### config.mk
export PLATFORM = sky130hd
export DESIGN_NAME = ntt_pbm_pipe_ctrl
export DESIGN_NICKNAME = d
export VERILOG_FILES = /design/src/rtl/core/ntt_pbm_pkg.sv /design/src/rtl/core/ntt_pbm_pipe_ctrl.sv
export SDC_FILE = /design/constraint.sdc
export NUM_CORES = 1
export LEC_CHECK = 0
export ABC_CLOCK_PERIOD_IN_PS = 1330
export BUFFER_PORTS_ARGS = -buffer_cell sky130_fd_sc_hd__buf_2
export CORE_AREA = 2 2 39 41
export CTS_CLUSTER_DIAMETER = 40
export DETAILED_ROUTE_END_ITERATION = 8
export DIE_AREA = 0 0 41 43
export SYNTH_ARGS = -nofsm -noshare
export SYNTH_HDL_FRONTEND = slang
export SYNTH_SLANG_ARGS = --single-unit
### constraint.sdc
create_clock -name aclk -period 1.33 [get_ports aclk]
set_clock_uncertainty 0.15 [all_clocks]
set_input_delay 0.1995 -clock aclk [delete_from_list [all_inputs] [get_ports aclk]]
set_output_delay 0.1995 -clock aclk [all_outputs]
set_load 0.005 [all_outputs]
### src/rtl/core/ntt_pbm_pkg.sv
// ============================================================================
// NTT pair base multiplier package
// Widths, constants and types shared by the base multiplication modules.
// ============================================================================
package ntt_pbm_pkg;

    localparam int COEFF_W = 16;
    localparam int PROD_W  = 2 * COEFF_W;

    // Stages of one Montgomery multiplier, and of the whole pipeline:
    // two chained multipliers and one final adder stage.
    localparam int MM_STAGES  = 4;
    localparam int NUM_STAGES = 2 * MM_STAGES + 1;

    // q^-1 mod 2^16 for the default modulus.
    localparam logic signed [COEFF_W-1:0] QINV = -16'sd767;

    typedef logic signed [COEFF_W-1:0] coeff_t;
    typedef logic signed [PROD_W-1:0]  prod_t;
    typedef logic [NUM_STAGES-1:0]     stage_en_t;
    typedef logic [MM_STAGES-1:0]      mm_en_t;

endpackage

### src/rtl/core/ntt_pbm_pipe_ctrl.sv
// ============================================================================
// Pipeline control
// Valid bits and per-stage load enables with bubble removal under stall.
// ============================================================================
module ntt_pbm_pipe_ctrl
    import ntt_pbm_pkg::*;
(
    input  logic      aclk,
    input  logic      aresetn,
    input  logic      s_tvalid,
    input  logic      m_tready,
    output logic      s_tready,
    output logic      m_tvalid,
    output stage_en_t en
);

    stage_en_t valid_reg, valid_next;

    always_comb begin
        // A stage loads when it is empty or the stage after it moves on.
        en[NUM_STAGES-1] = !valid_reg[NUM_STAGES-1] || m_tready;
        for (int i = NUM_STAGES - 2; i >= 0; i--) begin
            en[i] = !valid_reg[i] || en[i+1];
        end
        valid_next = valid_reg;
        if (en[0]) begin
            valid_next[0] = s_tvalid;
        end
        for (int i = 1; i < NUM_STAGES; i++) begin
            if (en[i]) begin
                valid_next[i] = valid_reg[i-1];
            end
        end
    end

    always_ff @(posedge aclk) begin
        if (!aresetn) begin
            valid_reg <= '0;
        end else begin
            valid_reg <= valid_next;
        end
    end

    assign s_tready = en[0];
    assign m_tvalid = valid_reg[NUM_STAGES-1];

endmodule

==> impl_metrics.py <==
metrics = {
    "outcome": {
        "status": "finished, violations left",
        "violations": "setup timing",
    },
    "placement": {
        "place.gp.congestion": 0.677,
        "dp_slack_ns": -0.0429,
        "place_hpwl_um": 567,
        "placed_cell_area_um2": 522,
        "portBuffers": 14,
    },
    "route": {
        "firstDrtPassIters": 4,
        "wl_per_cell_um": 10.5,
        "ant_nets": 0,
        "drt_iter0_drc": 3,
        "wl_um": 924,
        "vias": 388,
        "drc": 0,
        "viasPerCell": 4.41,
    },
    "finish": {
        "layout-drive-gt1-share_pct": 55.6,
        "largest_reg_flops": 9,
        "fin_util_pct": 43.7,
        "antenna_cells": 0,
        "area_delta_synth_final_pct": 60.5,
        "stdcell_area_um2": 604,
        "nets": 77,
    },
    "synthesis": {
        "synth-seq-cells": 9,
        "synth_edf_count": 0,
        "syn_avg_cell_area_um2": 8.56,
        "yosysSeqAreaShare_pct": 47.8,
        "syn_nets": 48,
        "yosysWarnings": 0,
        "postSynthCellCount": 44,
        "ys_types": 17,
        "synth.cell_area_um2": 377,
        "ys.flop_type": "dfxtp_1",
        "async_reset_ff_share_pct": 0,
    },
    "global_routing": {
        "grt_pass1_wl_um": 1320,
        "grt_max_degree": 14,
        "grt_remaining_overflow": 0,
        "antenna_found_initial": 0,
        "grt_pass1_vias": 344,
        "gr-usage-all-layers_pct": 12.3,
    },
    "timing": {
        "fmax_ghz": 0.609,
        "rsz0062_at_grt": "true",
        "finalMaxSlewViolations": 0,
        "layout_min_cycle_time_ns": 1.64,
        "worst_pin_slew_ns": 0.227,
        "finalHoldViolCount": 0,
        "max_slew_margin_pct": 84.8,
        "setup_slack_ns": -0.312,
        "finalCritPeriodShare_pct": 123,
        "setup_viol": 11,
    },
    "cts": {
        "cts_tree": "done",
        "clk_pin_slew_worst_paths_ns": 0.06,
        "clockRootBuffer": "clkbuf_4",
        "numCtsBuffers": 3,
        "clk-insertion-delay-late_ns": 0.27,
        "clockBufferDepth": 2,
        "clock-sinks": 9,
        "h-tree-depth": 1,
    },
    "power": {
        "p_sw_uw": 120,
        "ir_worst_vdd_mv": 0.255,
        "powerDensity_nw_per_um2": 864,
        "p_clk_share_pct": 42.4,
        "p_leak_uw": 0.000248,
        "pwr-share-comb_pct": 4.2,
        "power.internal_uw": 402,
        "power_frac_seq_pct": 53.4,
        "swShare_pct": 23.1,
    },
    "setup_path": {
        "critPathCaptureType": "output port",
        "cp.arrival_ns": 1.29,
        "cp.required_ns": 0.98,
        "cp_max_fo": 3,
        "critPathLaunchType": "flip-flop",
        "worstSetupPathType": "flip-flop to output port",
    },
    "floorplanning": {
        "core_area_um2": 1380,
        "io_pins": 15,
        "rows": 14,
        "die_h_um": 43,
        "start_util_pct": 27.2,
        "die-area_um2": 1760,
        "die_x_um": 41,
    },
    "job": {
        "cap_violations": 0,
    },
    "hold_path": {
        "hp-class": "input port to flip-flop",
    },
}
## cells in the final DEF (no fill, tap or decap), types with 2 or more instances in the layout
master    netlist  final
buf_2           0     14
nand2_1        10     10
dfxtp_1         9      7
buf_4           1      6
buf_6           0      5
nand3_1         5      4
inv_2           3      3
o21a_1          3      3
clkbuf_4        0      3
o21ai_2         2      2
o21ai_1         2      2
dfxtp_2         0      2
## layout make-up
class / count / area (um^2)
clock buffer: 4 / 26.3
fill: 150 / 779
inverter: 4 / 15.0
multi-input combinational: 29 / 179
sequential: 9 / 183
tap: 16 / 20.0
timing repair buffer: 26 / 181
## cells in the mapped netlist, types with 2 or more instances
master   count  area [um^2]
o21ai_1      2         10.0
nand3_1      5         25.0
dfxtp_1      9          180
nand2_1     10         37.5
inv_2        3         11.3
o21a_1       3         22.5
o21ai_2      2         17.5
## cells by family (layout without fill, tap and decap cells)
logic type      after synthesis  after routing  synth area share (%)
compound gates                9              9                  16.6
flops                         9              9                  47.8
simple gates                 20             20                  28.6
buf+inv                       6             34                  6.98
## worst max-delay path: stages, from the launching register on
cell and delay (ns):
dfxtp_2 0.31, and3b_2 0.22, buf_4 0.13, buf_6 0.10, buf_6 0.11, nand2_1 0.05, buf_2 0.10
## stage by stage
| stage | hold WS, ns | std cells | TNS, ns | power [uW] |
|---|---|---|---|---|
| global placement | 0.251 | 80 | -0.0901 | 303 |
| floorplan | 0.162 | 44 | -0.0331 | 295 |
| CTS | 0.0828 | 87 | -2.23 | 533 |
| finish | 0.0810 | 88 | -2.34 | 522 |
| detailed placement | 0.259 | 80 | -0.127 | 304 |
| global route | 0.122 | 88 | -3.13 | 545 |
## path summary, 6_finish.rpt
check               startpoint            to  slack [ns]  cells past startpoint
setup / recovery  valid_reg[7]         en[6]       -0.31                      6
hold / removal        m_tready  valid_reg[8]        0.08                      3
setup reg to reg  valid_reg[7]  valid_reg[1]       -0.04                      7
hold reg to reg   valid_reg[7]  valid_reg[8]        0.31                      2
## timing repair
item | in CTS | in global routing
cloned | 0 | 0
gates resized for setup | 5 | 3
endpoints found under the hold margin | 1 | 0
hold buffers | 1 | 0
setup buffers | 2 | 2
endpoints found under the setup margin | 9 | 11
pin swaps | 2 | 2
## power by group through the flow
| stage | logic (uW) | clock network (uW) | registers, uW |
|---|---|---|---|
| CTS | 22.0 | 232 | 279 |
| detailed placement | 19.4 | 0 | 285 |
| floorplan | 10.5 | 0 | 284 |
| global route | 24.4 | 242 | 279 |
| global placement | 18.5 | 0 | 285 |
| finish | 21.8 | 222 | 279 |
## per-layer routing
metal / track usage (%) / share of wire [%]
met1: 10.4 / 39
met2: 19.7 / 51
met5: 0 / 0
met3: 4.71 / 6.3
met4: 12.0 / 3.6
No activity file was read; power rests on OpenSTA's default activity.
