<file path="src/rtl/core/ntt_pbm_pkg.sv">
// ============================================================================
// NTT pair base multiplier package
// Widths, constants and types shared by the base multiplication modules.
// ============================================================================
package ntt_pbm_pkg;

    localparam int COEFF_W = 16;
    localparam int PROD_W  = 2 * COEFF_W;

    // Stages of one Montgomery multiplier, and of the whole pipeline:
    // two chained multipliers and one final adder stage.
    localparam int MM_STAGES  = 4;
    localparam int NUM_STAGES = 2 * MM_STAGES + 1;

    // q^-1 mod 2^16 for the default modulus.
    localparam logic signed [COEFF_W-1:0] QINV = -16'sd767;

    typedef logic signed [COEFF_W-1:0] coeff_t;
    typedef logic signed [PROD_W-1:0]  prod_t;
    typedef logic [NUM_STAGES-1:0]     stage_en_t;
    typedef logic [MM_STAGES-1:0]      mm_en_t;

endpackage

</file>
<file path="src/rtl/core/ntt_pbm_mont_mul.sv">
// ============================================================================
// Montgomery multiplier
// Four-stage signed 16x16 multiply followed by Montgomery reduction, R = 2^16.
// ============================================================================
module ntt_pbm_mont_mul
    import ntt_pbm_pkg::*;
#(
    parameter int MODULUS = 769
) (
    input  logic   aclk,
    input  mm_en_t en,
    input  coeff_t op_a,
    input  coeff_t op_b,
    output coeff_t result
);

    localparam coeff_t MOD_C = COEFF_W'(MODULUS);

    prod_t  x1_reg, x1_next;
    prod_t  x2_reg;
    coeff_t t_reg, t_next;
    prod_t  x3_reg;
    prod_t  tm_reg, tm_next;
    coeff_t r_reg, r_next;
    prod_t  diff;

    always_comb begin
        x1_next = prod_t'(op_a) * prod_t'(op_b);
        // Only the low half of x matters for the correction factor.
        t_next  = coeff_t'(x1_reg[COEFF_W-1:0] * QINV);
        tm_next = prod_t'(t_reg) * prod_t'(MOD_C);
        // The low half cancels; the upper half is the floor shift.
        diff    = x3_reg - tm_reg;
        r_next  = diff[PROD_W-1:COEFF_W];
    end

    always_ff @(posedge aclk) begin
        if (en[0]) begin
            x1_reg <= x1_next;
        end
        if (en[1]) begin
            x2_reg <= x1_reg;
            t_reg  <= t_next;
        end
        if (en[2]) begin
            x3_reg <= x2_reg;
            tm_reg <= tm_next;
        end
        if (en[3]) begin
            r_reg <= r_next;
        end
    end

    assign result = r_reg;

endmodule

</file>
<file path="config.mk">
export PLATFORM = sky130hd
export DESIGN_NAME = ntt_pbm_mont_mul
export DESIGN_NICKNAME = d
export VERILOG_FILES = /design/src/rtl/core/ntt_pbm_pkg.sv /design/src/rtl/core/ntt_pbm_mont_mul.sv
export SDC_FILE = /design/constraint.sdc
export NUM_CORES = 1
export LEC_CHECK = 0
export BUFFER_PORTS_ARGS = -buffer_cell sky130_fd_sc_hd__buf_2
export CELL_PAD_IN_SITES_DETAIL_PLACEMENT = 1
export CELL_PAD_IN_SITES_GLOBAL_PLACEMENT = 2
export CORE_MARGIN = 1
export CORE_UTILIZATION = 39
export CTS_CLUSTER_SIZE = 12
export DETAILED_ROUTE_END_ITERATION = 7
export PLACE_DENSITY_LB_ADDON = 0.12
export SLEW_MARGIN = 20
export SYNTH_ARGS = -nofsm -noshare
export SYNTH_HDL_FRONTEND = slang
export SYNTH_SLANG_ARGS = --single-unit
</file>
<file path="constraint.sdc">
create_clock -name aclk -period 7 [get_ports aclk]
set_clock_uncertainty 0.15 [all_clocks]
set_input_delay 0.7 -clock aclk [delete_from_list [all_inputs] [get_ports aclk]]
set_output_delay 0.7 -clock aclk [all_outputs]
set_load 0.1 [all_outputs]
</file>
==> key figures, run 1 <==
Floorplanning
  • Die X: 213 um
  • Core area: 43500 um2
  • Die height: 213 um
  • Starting Density: 39.9%
  • Total number of placement rows: 76
  • Die area: 45300 um2
  • Top Ports: 53

Clock network
  • Buffer depth of the longest clock path: 2
  • CTS H-tree lvls: 4
  • Clock Sinks: 131
  • CTS buffer count: 17
  • Post-CTS Hold Fix Bufs: 0
  • # Post-CTS Setup Buffers: 0
  • TritonCTS clock tree: done
  • Clock root cell: clkbuf_16
  • Clk_lat worst skew: 0.42 ns
  • Worst-path clk slew: 0.06 ns
  • Resized cells post-CTS: 0

STA
  • Final Critical Period: 6.59 ns
  • Final period util: 94.2%
  • # setup viols final: 0
  • Slew Viols, Final: 0
  • Slew Limit Headroom: 38.3%
  • WHS: 0.264 ns
  • Final setup margin: 0.406 ns
  • F_max: 152 MHz
  • Final hold viol count: 0
  • Slew of the pin with the lowest slew margin: 0.925 ns
  • Unrepaired setup endpoints after global routing: false

Route
  • Via count: 10928
  • Drt initial violations: 250
  • DRC violations left: 0
  • Routed len/inst: 16.9 um
  • Drt first pass iters: 6
  • Final wirelength: 38800 um
  • Routed vias/inst: 4.75
  • Detail Route Antenna Nets: 0

Yosys
  • Yosys warns: 0
  • Post-synthesis sequential element count: 131
  • Dominant cell type by area after synthesis: fa_1
  • Synthesized Nets: 2180
  • Ys async rst share: 0%
  • Post-Synthesis Cells: 1646
  • Synth area leaders: fa_1 32%, edfxtp_1 23%, ha_1 16%, inv_1 8.6%, and2_1 4.5%
  • Cell Area, Synth: 17300 um2
  • Synth top area share: 32.4%
  • Sequential area share after synthesis: 22.7%
  • Main flop type after synthesis: edfxtp_1
  • EDFF count, synth: 131
  • Syn Area/Cell: 10.5 um2
  • Netlist cell types: 54

Cells and area
  • FILL cells: 4841
  • Post-Layout Inst Area: 19000 um2
  • Final core area utilization: 43.7%
  • Commonest non-fill, non-tap cell in the layout: inv_1
  • ANT cells: 0
  • NumNets Final: 2238
  • Ratio of cells with drive above 1 in the final layout: 6.41%
  • Commonest non-fill, non-tap cells in the layout: 398 x inv_1, 281 x fa_1, 216 x ha_1
  • Area Overhead vs Synth: 9.62%

Critical path
  • Highest-delay cell along the critical path: fa_1
  • Crit path max-delay family: adder cells
  • WP data arrival: 6.61 ns
  • Most used cell, CP: fa_1
  • FF-to-FF path depth: 16
  • RR Endpoint: tm_reg[25]$_DFFE_PP_
  • Worst endpoint required time: 7.02 ns
  • CP Launch Type: primary input
  • Crit path launch: op_a[8]
  • CP Class: primary input to flop
  • Worst Path Max Fanout: 16
  • Reg2reg setup slack: 2.14 ns
  • CP Capture Type: flop
  • Worst path max stage delay: 0.63 ns
  • Worst path bufs/invs: 5
  • Reg-to-Reg Start: x2_reg[5]$_DFFE_PP_
  • Critical path cell sequence: buf_2 -> nand2_1 -> fa_1 -> inv_1 -> fa_1 -> fa_1 -> fa_1 -> fa_1 -> inv_1 -> fa_1 -> inv_1 -> ha_1 -> o21ai_0 -> nand2b_1 -> a21oi_1 -> buf_4 -> nor4_1 -> o21ai_0 -> a21boi_0 -> mux2i_1 -> nand2_1

Placed design
  • DP HPWL: 32700 um
  • Pre-CTS setup slack: -0.105 ns
  • Port Buffers: 52
  • GP Congestion: 0.785
  • Placed Area: 18400 um2

Global routing
  • Global-route wire length before repair: 63400 um
  • GR Overflow Total: 0
  • Number of global-route vias before repair: 12048
  • Tot GR Track Use: 18.1%
  • Antenna violations before repair: 0
  • Largest net degree at the start of global routing: 44

Min path
  • Hold_sp: x2_reg[24]$_DFFE_PP_
  • Hold path endpoint: x3_reg[24]$_DFFE_PP_
  • HP Class: flop to flop
  • Hold depth: 0

Run status
  • Outcome: finished, final reports clean

Job
  • Max Cap Viol: 0
-- worst register-to-register path: stages, from the launching register on --
cell and delay [ns]:
edfxtp_1 0.45, ha_1 0.31, ha_1 0.30, ha_1 0.28
inv_1 0.05, fa_1 0.50, inv_1 0.04, ha_1 0.29
ha_1 0.38, and2_1 0.17, a311o_1 0.35, o31a_1 0.27
a41o_1 0.29, o41ai_4 0.37, o211ai_2 0.17, a21oi_2 0.17
xnor2_1 0.08
-- through the flow --
step	setup TNS, ns	std cells
2_1_floorplan	0	1646
3_3_place_gp	0	2270
3_5_place_dp	-0.128	2270
4_1_cts	0	2301
5_1_grt	0	2301
6_report	0	2301
-- metal layers --
| metal | track usage [%] | wire, um | vias to the layer above |
|---|---|---|---|
| met4 | 3.57 | 383 | 0 |
| met3 | 1.63 | 660 | 20 |
| met2 | 31.1 | 18800 | 108 |
| met1 | 25.0 | 19000 | 5572 |
| met5 | 0 | 0 | - |
| li1 | - | - | 5228 |
-- area by class of cell --
| class | count | area [um2] | area share, % |
|---|---|---|---|
| Multi-Input combinational cell | 1083 | 11800 | 62.0 |
| Clock inverter | 11 | 209 | 1.10 |
| Tap cell | 585 | 732 | 3.85 |
| Timing Repair Buffer | 73 | 418 | 2.20 |
| Sequential cell | 131 | 3930 | 20.7 |
| Inverter | 398 | 1490 | 7.86 |
| Clock buffer | 20 | 437 | 2.30 |
-- cells by family after synthesis --
group | after synthesis | synth area share (%)
AOI/OAI and AO/OA | 145 | 5.74
xor gates and xnor gates | 72 | 3.64
adders and majority gates | 497 | 48.0
buffers and inverters | 432 | 9.35
DFF | 131 | 22.7
muxes | 2 | 0.115
and+or+nand+nor | 367 | 10.4
-- synthesized netlist by cell type (all sizes together), types with 8 or more instances --
master and instances:
o21bai 9, and2 126, nor2b 8, clkbuf 34, inv 398, o21ai 18, a21o 15, nor2 48
ha 216, fa 281, nand3 9, xnor2 57, xor2 15, nand2 141, a21oi 56, edfxtp 131
nor3 9
-- worst max-delay path by stage --
stage	to	slack, ns	depth (start not counted)
2_1_floorplan	x1_reg[30]$_DFFE_PP_	0.35	18
3_3_place_gp	x1_reg[20]$_DFFE_PP_	0.07	23
3_5_place_dp	x1_reg[20]$_DFFE_PP_	-0.11	21
4_1_cts	x1_reg[20]$_DFFE_PP_	0.35	21
5_1_grt	x1_reg[20]$_DFFE_PP_	0.06	21
6_report	x1_reg[20]$_DFFE_PP_	0.41	21
Power of run 1 is not shown: default switching activity piles up to over one toggle a cycle in this logic, so the estimate is an artifact.
==> run 2: changes to the inputs <==
--- a/config.mk
+++ b/config.mk
@@ -5,6 +5,7 @@
 export SDC_FILE = /design/constraint.sdc
 export NUM_CORES = 1
 export LEC_CHECK = 0
+export ABC_CLOCK_PERIOD_IN_PS = 7000
 export BUFFER_PORTS_ARGS = -buffer_cell sky130_fd_sc_hd__buf_2
 export CELL_PAD_IN_SITES_DETAIL_PLACEMENT = 1
 export CELL_PAD_IN_SITES_GLOBAL_PLACEMENT = 2
@@ -13,6 +14,7 @@
 export CTS_CLUSTER_SIZE = 12
 export DETAILED_ROUTE_END_ITERATION = 7
 export PLACE_DENSITY_LB_ADDON = 0.12
+export SETUP_SLACK_MARGIN = 0.5
 export SLEW_MARGIN = 20
 export SYNTH_ARGS = -nofsm -noshare
 export SYNTH_HDL_FRONTEND = slang
==> key figures, run 2 (same netlist as run 1, synthesis figures left out) <==
STA
  • Total negative slack: 0 ns (unchanged)
  • Final period util: 89.8% (was 94.2%)
  • F_max: 159 MHz (was 152 MHz)
  • Unrepaired setup endpoints after global routing: false (unchanged)
  • Slew Limit Headroom: 36.9% (was 38.3%)
  • Final hold viol count: 0 (unchanged)
  • Slew Viols, Final: 0 (unchanged)
  • Final Critical Period: 6.28 ns (was 6.59 ns)
  • Slew of the pin with the lowest slew margin: 0.946 ns (was 0.925 ns)
  • # setup viols final: 0 (unchanged)

Critical path
  • Reg2reg setup slack: 2.17 ns (was 2.14 ns)
  • Worst endpoint required time: 7.02 ns (about the same)
  • Crit path launch: op_a[14] (was op_a[8])
  • Most used cell, CP: fa_1 (unchanged)
  • CP Class: primary input to flop (unchanged)
  • FF-to-FF path depth: 16 (unchanged)
  • RR Endpoint: tm_reg[25]$_DFFE_PP_ (unchanged)
  • Worst Path Max Fanout: 16 (unchanged)
  • Worst path max stage delay: 0.54 ns (was 0.63 ns)
  • CP Launch Type: primary input (unchanged)
  • Highest-delay cell along the critical path: fa_1 (unchanged)
  • Reg-to-Reg Start: x2_reg[4]$_DFFE_PP_ (was x2_reg[5]$_DFFE_PP_)
  • CP Capture Type: flop (unchanged)
  • WP data arrival: 6.31 ns (was 6.61 ns)
  • Critical path cell sequence: clkbuf_4 -> and2_1 -> fa_1 -> inv_1 -> fa_1 -> inv_1 -> fa_1 -> fa_1 -> fa_1 -> inv_1 -> fa_1 -> inv_1 -> ha_1 -> a211o_1 -> nor3_2 -> buf_4 -> nor2_1 -> o21bai_2 -> nand2_1 -> or4_1 -> o211a_1 (was buf_2 -> nand2_1 -> fa_1 -> inv_1 -> fa_1 -> fa_1 -> fa_1 -> fa_1 -> inv_1 -> fa_1 -> inv_1 -> ha_1 -> o21ai_0 -> nand2b_1 -> a21oi_1 -> buf_4 -> nor4_1 -> o21ai_0 -> a21boi_0 -> mux2i_1 -> nand2_1)
  • End of the critical path: x1_reg[30]$_DFFE_PP_ (was x1_reg[20]$_DFFE_PP_)

Route
  • Final wirelength: 38400 um (was 38800 um)
  • Routed vias/inst: 4.77 (was 4.75)
  • DRC violations left: 0 (unchanged)
  • Drt initial violations: 277 (was 250)
  • Via count: 10945 (was 10928)
  • Drt first pass iters: 4 (was 6)
  • Detail Route Antenna Nets: 0 (unchanged)
  • Routed len/inst: 16.7 um (was 16.9 um)

Floorplanning
  • Die X: 213 um (unchanged)
  • Top Ports: 53 (unchanged)
  • Core area: 43500 um2 (unchanged)
  • Die area: 45300 um2 (unchanged)
  • Total number of placement rows: 76 (unchanged)
  • Die height: 213 um (unchanged)
  • Starting Density: 39.9% (unchanged)

Placed design
  • GP Congestion: 0.794 (was 0.785)
  • Port Buffers: 52 (unchanged)
  • DP HPWL: 32600 um (was 32700 um)

Global routing
  • Global-route wire length before repair: 62900 um (was 63400 um)
  • Tot GR Track Use: 17.9% (was 18.1%)
  • GR Overflow Total: 0 (unchanged)
  • Antenna violations before repair: 0 (unchanged)
  • Largest net degree at the start of global routing: 44 (unchanged)
  • Number of global-route vias before repair: 12150 (was 12048)

Clock network
  • CTS buffer count: 17 (unchanged)
  • Clock Sinks: 131 (unchanged)
  • Worst-path clk slew: 0.06 ns (about the same)
  • CTS H-tree lvls: 4 (unchanged)
  • Clock root cell: clkbuf_16 (unchanged)
  • Clk_lat worst skew: 0.42 ns (about the same)
  • Buffer depth of the longest clock path: 2 (unchanged)
  • TritonCTS clock tree: done (unchanged)

Cells and area
  • NumNets Final: 2231 (was 2238)
  • Ratio of cells with drive above 1 in the final layout: 6.78% (was 6.41%)
  • Area Overhead vs Synth: 9.27% (was 9.62%)
  • Commonest non-fill, non-tap cells in the layout: 398 x inv_1, 279 x fa_1, 215 x ha_1 (was 398 x inv_1, 281 x fa_1, 216 x ha_1)
  • ANT cells: 0 (unchanged)
  • FILL cells: 4903 (was 4841)
  • Commonest non-fill, non-tap cell in the layout: inv_1 (unchanged)

Job
  • Max Cap Viol: 0 (unchanged)

Min path
  • HP Class: flop to flop (unchanged)

Run status
  • Outcome: finished, final reports clean (unchanged)
## run 2: per-stage QoR
stage	instance area (um2)	util [%]	setup WS (ns)	hold WS [ns]	std cells
after floorplan	17300	-	0.526	0.250	1646
after global placement	18300	42.1	0.125	0.253	2262
after detailed placement	18300	42.1	0.0170	0.256	2262
after CTS	18900	43.5	0.523	0.267	2294
after global routing	18900	43.6	0.503	0.274	2295
final	18900	43.6	0.717	0.265	2295
## run 2: worst min-delay path by stage
stage	from	endpoint	slack, ns	cells after the start
after floorplan	x1_reg[16]$_DFFE_PP_	x2_reg[16]$_DFFE_PP_	0.25	0
after global placement	x1_reg[18]$_DFFE_PP_	x2_reg[18]$_DFFE_PP_	0.25	0
after detailed placement	x2_reg[8]$_DFFE_PP_	x3_reg[8]$_DFFE_PP_	0.26	0
after CTS	x1_reg[28]$_DFFE_PP_	x2_reg[28]$_DFFE_PP_	0.27	0
after global routing	x2_reg[31]$_DFFE_PP_	x3_reg[31]$_DFFE_PP_	0.27	0
final	x1_reg[28]$_DFFE_PP_	x2_reg[28]$_DFFE_PP_	0.26	0
## run 2: critical path: cells and delay by family
| family | cells | cell delay, ns |
|---|---|---|
| fa+ha+maj | 7 | 3.36 |
| simple gates | 5 | 1.04 |
| compound gates | 3 | 0.63 |
| buf+inv | 6 | 0.56 |
## run 2: cell type report
type	instances	area (um2)	area share (%)
timing repair buffer	66	383	2.02
clock inverter	15	158	0.832
sequential	131	3930	20.8
multi-input combinational	1083	11800	62.4
clock buffer	17	425	2.25
tap	585	732	3.86
inverter	398	1490	7.88
## run 2: metal layers
layer | GRT usage, % | share of wire, %
met1 | 24.5 | 49
met2 | 30.7 | 48
met3 | 1.35 | 1.5
met4 | 4.64 | 1.7
met5 | 0 | 0
## run 2: timing repair
| action | CTS | global route |
|---|---|---|
| buffers inserted | 0 | 1 |
| setup endpoints to repair | 1 | 8 |
| pin swaps | 0 | 3 |
| gates resized for setup | 1 | 13 |
| hold buffers | 0 | 0 |
Power of run 2 is left out for the same reason.
==> run 3: changes to the inputs <==
--- a/config.mk
+++ b/config.mk
@@ -5,16 +5,16 @@
 export SDC_FILE = /design/constraint.sdc
 export NUM_CORES = 1
 export LEC_CHECK = 0
+export ABC_AREA = 1
 export ABC_CLOCK_PERIOD_IN_PS = 7000
 export BUFFER_PORTS_ARGS = -buffer_cell sky130_fd_sc_hd__buf_2
 export CELL_PAD_IN_SITES_DETAIL_PLACEMENT = 1
 export CELL_PAD_IN_SITES_GLOBAL_PLACEMENT = 2
 export CORE_MARGIN = 1
-export CORE_UTILIZATION = 39
+export CORE_UTILIZATION = 37
 export CTS_CLUSTER_SIZE = 12
 export DETAILED_ROUTE_END_ITERATION = 7
 export PLACE_DENSITY_LB_ADDON = 0.12
-export SETUP_SLACK_MARGIN = 0.5
 export SLEW_MARGIN = 20
 export SYNTH_ARGS = -nofsm -noshare
 export SYNTH_HDL_FRONTEND = slang
==> key figures, run 3 <==
Critical path
  • CP Capture Type: flop (unchanged)
  • Reg2reg setup slack: 3.13 ns (was 2.17 ns)
  • Reg-to-Reg Start: x2_reg[5]$_DFFE_PP_ (was x2_reg[4]$_DFFE_PP_)
  • FF-to-FF path depth: 16 (unchanged)
  • Worst endpoint required time: 7.04 ns (was 7.02 ns)
  • Worst Path Max Fanout: 16 (unchanged)
  • CP Launch Type: primary input (unchanged)
  • RR Endpoint: tm_reg[30]$_DFFE_PP_ (was tm_reg[25]$_DFFE_PP_)
  • WP data arrival: 6.19 ns (was 6.31 ns)
  • CP Class: primary input to flop (unchanged)

Route
  • Routed vias/inst: 4.68 (was 4.77)
  • Via count: 13860 (was 10945)
  • Detail Route Antenna Nets: 0 (unchanged)
  • Drt initial violations: 430 (was 277)
  • Final wirelength: 49200 um (was 38400 um)
  • DRC violations left: 0 (unchanged)
  • Drt first pass iters: 5 (was 4)
  • Routed len/inst: 16.6 um (was 16.7 um)

STA
  • Final period util: 87.8% (was 89.8%)
  • F_max: 163 MHz (was 159 MHz)
  • Slew Limit Headroom: 38.5% (was 36.9%)
  • Final Critical Period: 6.15 ns (was 6.28 ns)
  • Final hold viol count: 0 (unchanged)
  • Total negative slack: 0 ns (unchanged)
  • Slew Viols, Final: 0 (unchanged)
  • Slew of the pin with the lowest slew margin: 0.922 ns (was 0.946 ns)
  • Unrepaired setup endpoints after global routing: false (unchanged)
  • # setup viols final: 0 (unchanged)

Min path
  • HP Class: flop to flop (unchanged)
  • Hold depth: 0 (unchanged)
  • Hold_sp: x2_reg[23]$_DFFE_PP_ (was x1_reg[28]$_DFFE_PP_)
  • Hold path endpoint: x3_reg[23]$_DFFE_PP_ (was x2_reg[28]$_DFFE_PP_)

Cells and area
  • FILL cells: 5980 (was 4903)
  • Ratio of cells with drive above 1 in the final layout: 4.80% (was 6.78%)
  • Sequential cell area: 3930 um2 (unchanged)
  • Commonest non-fill, non-tap cells in the layout: 629 x inv_1, 544 x nand2_1, 281 x fa_1 (was 398 x inv_1, 279 x fa_1, 215 x ha_1)
  • Area Overhead vs Synth: 7.91% (was 9.27%)
  • Multi-input logic area: 12600 um2 (was 11800 um2)
  • NumNets Final: 2812 (was 2231)
  • Commonest non-fill, non-tap cell in the layout: inv_1 (unchanged)
  • ANT cells: 0 (unchanged)

Floorplanning
  • Die height: 229 um (was 213 um)
  • Starting Density: 37.8% (was 39.9%)
  • Die X: 229 um (was 213 um)
  • Total number of placement rows: 82 (was 76)
  • Top Ports: 53 (unchanged)
  • Die area: 52600 um2 (was 45300 um2)
  • Core area: 50600 um2 (was 43500 um2)

Yosys
  • Syn Area/Cell: 8.45 um2 (was 10.5 um2)
  • Cell Area, Synth: 19100 um2 (was 17300 um2)
  • Commonest cells in the netlist: 629 x inv_1, 544 x nand2_1, 281 x fa_1 (was 398 x inv_1, 281 x fa_1, 216 x ha_1)
  • Post-synthesis sequential element count: 131 (unchanged)
  • Most frequent cell after synthesis: inv_1 (unchanged)
  • Synth top area share: 29.4% (was 32.4%)
  • Post-Synthesis Cells: 2263 (was 1646)
  • EDFF count, synth: 131 (unchanged)
  • Ys async rst share: 0% (unchanged)
  • Synth area leaders: fa_1 29%, edfxtp_1 21%, ha_1 14%, inv_1 12%, nand2_1 11% (was fa_1 32%, edfxtp_1 23%, ha_1 16%, inv_1 8.6%, and2_1 4.5%)
  • Dominant cell type by area after synthesis: fa_1 (unchanged)
  • Netlist cell types: 35 (was 54)
  • Synthesized Nets: 2797 (was 2180)
  • Main flop type after synthesis: edfxtp_1 (unchanged)
  • Sequential area share after synthesis: 20.6% (was 22.7%)
  • Yosys warns: 0 (unchanged)

Global routing
  • Antenna violations before repair: 0 (unchanged)
  • Number of global-route vias before repair: 15852 (was 12150)
  • Largest net degree at the start of global routing: 44 (unchanged)
  • GR Overflow Total: 0 (unchanged)
  • Tot GR Track Use: 19.9% (was 17.9%)
  • Global-route wire length before repair: 82000 um (was 62900 um)

Placed design
  • DP HPWL: 43100 um (was 32600 um)
  • Port Buffers: 52 (unchanged)
  • GP Congestion: 0.901 (was 0.794)

Clock network
  • Buffer depth of the longest clock path: 2 (unchanged)
  • Clock root cell: clkbuf_16 (unchanged)
  • TritonCTS clock tree: done (unchanged)
  • Clk_lat worst skew: 0.43 ns (was 0.42 ns)
  • # Post-CTS Setup Buffers: 0 (unchanged)
  • Worst-path clk slew: 0.06 ns (about the same)
  • Clock Sinks: 131 (unchanged)
  • Resized cells post-CTS: 0 (was 1)
  • CTS buffer count: 17 (unchanged)
  • CTS H-tree lvls: 4 (unchanged)
  • Post-CTS Hold Fix Bufs: 0 (unchanged)

Run status
  • Outcome: finished, final reports clean (unchanged)

Job
  • Max Cap Viol: 0 (unchanged)
==> run 3: changes by cell type after synthesis, moves of 25 or more <==
cell,before,now
nand3_1,9,71
nand2_1,141,544
xnor2_1,57,11
and2_1,126,1
nor2_1,48,88
nand4_1,2,27
inv_1,398,629
==> run 3: logic make-up after synthesis <==
logic type,share of synthesized area (%)
xor gates and xnor gates,2.24
buffers and inverters,13.5
DFF,20.6
AOI/OAI and AO/OA,3.60
adders and majority gates,43.5
and+or+nand+nor,16.5
==> run 3: routing by layer <==
| layer | up-vias | part of all wire [%] | GRT usage (%) |
|---|---|---|---|
| met2 | 126 | 53 | 37.6 |
| met3 | 45 | 1.3 | 1.52 |
| met1 | 6903 | 44 | 24.0 |
| met4 | 0 | 1.9 | 5.40 |
| met5 | - | 0 | 0 |
| li1 | 6786 | - | - |
==> run 3: how the worst max path moves through the flow <==
| stage | from | endpoint | slack, ns |
|---|---|---|---|
| after CTS | op_b[4] | x1_reg[29]$_DFFE_PP_ | 0.85 |
| after floorplan | op_b[5] | x1_reg[23]$_DFFE_PP_ | 0.88 |
| final | op_b[10] | x1_reg[29]$_DFFE_PP_ | 0.85 |
| after global routing | op_b[1] | x1_reg[29]$_DFFE_PP_ | 0.52 |
| after detailed placement | op_b[4] | x1_reg[29]$_DFFE_PP_ | 0.37 |
| after global placement | op_b[1] | x1_reg[29]$_DFFE_PP_ | 0.47 |
==> run 3: cell type report <==
type,count,share of cell area [%]
timing repair buffer,54,1.33
multi-input combinational,1443,61.1
clock buffer,18,2.08
clock inverter,14,0.897
sequential,131,19.1
tap,672,4.07
inverter,631,11.5
==> run 3: worst max-delay path: stages <==
cell	delay, ns
buf_2	0.23
nand2_1	0.12
inv_1	0.11
fa_1	0.78
inv_1	0.21
fa_1	0.52
inv_1	0.05
fa_1	0.50
inv_1	0.05
fa_1	0.47
inv_1	0.05
fa_1	0.51
fa_1	0.42
ha_1	0.37
nand2_1	0.15
nor2_1	0.25
nand2_1	0.14
nor3_1	0.15
o21ai_1	0.19
nand4_1	0.12
nand2_1	0.06
==> run 3: stage by stage <==
| step | utilization (%) | instance area [um2] | hold slack [ns] | worst slack [ns] | std cells |
|---|---|---|---|---|---|
| floorplan | - | 19100 | 0.250 | 0.877 | 2263 |
| global placement | 39.6 | 20000 | 0.252 | 0.470 | 2931 |
| detailed placement | 39.6 | 20000 | 0.255 | 0.375 | 2931 |
| CTS | 40.8 | 20600 | 0.267 | 0.848 | 2963 |
| global route | 40.8 | 20600 | 0.275 | 0.517 | 2963 |
| finish | 40.8 | 20600 | 0.262 | 0.853 | 2963 |
Power of run 3 is left out for the same reason.
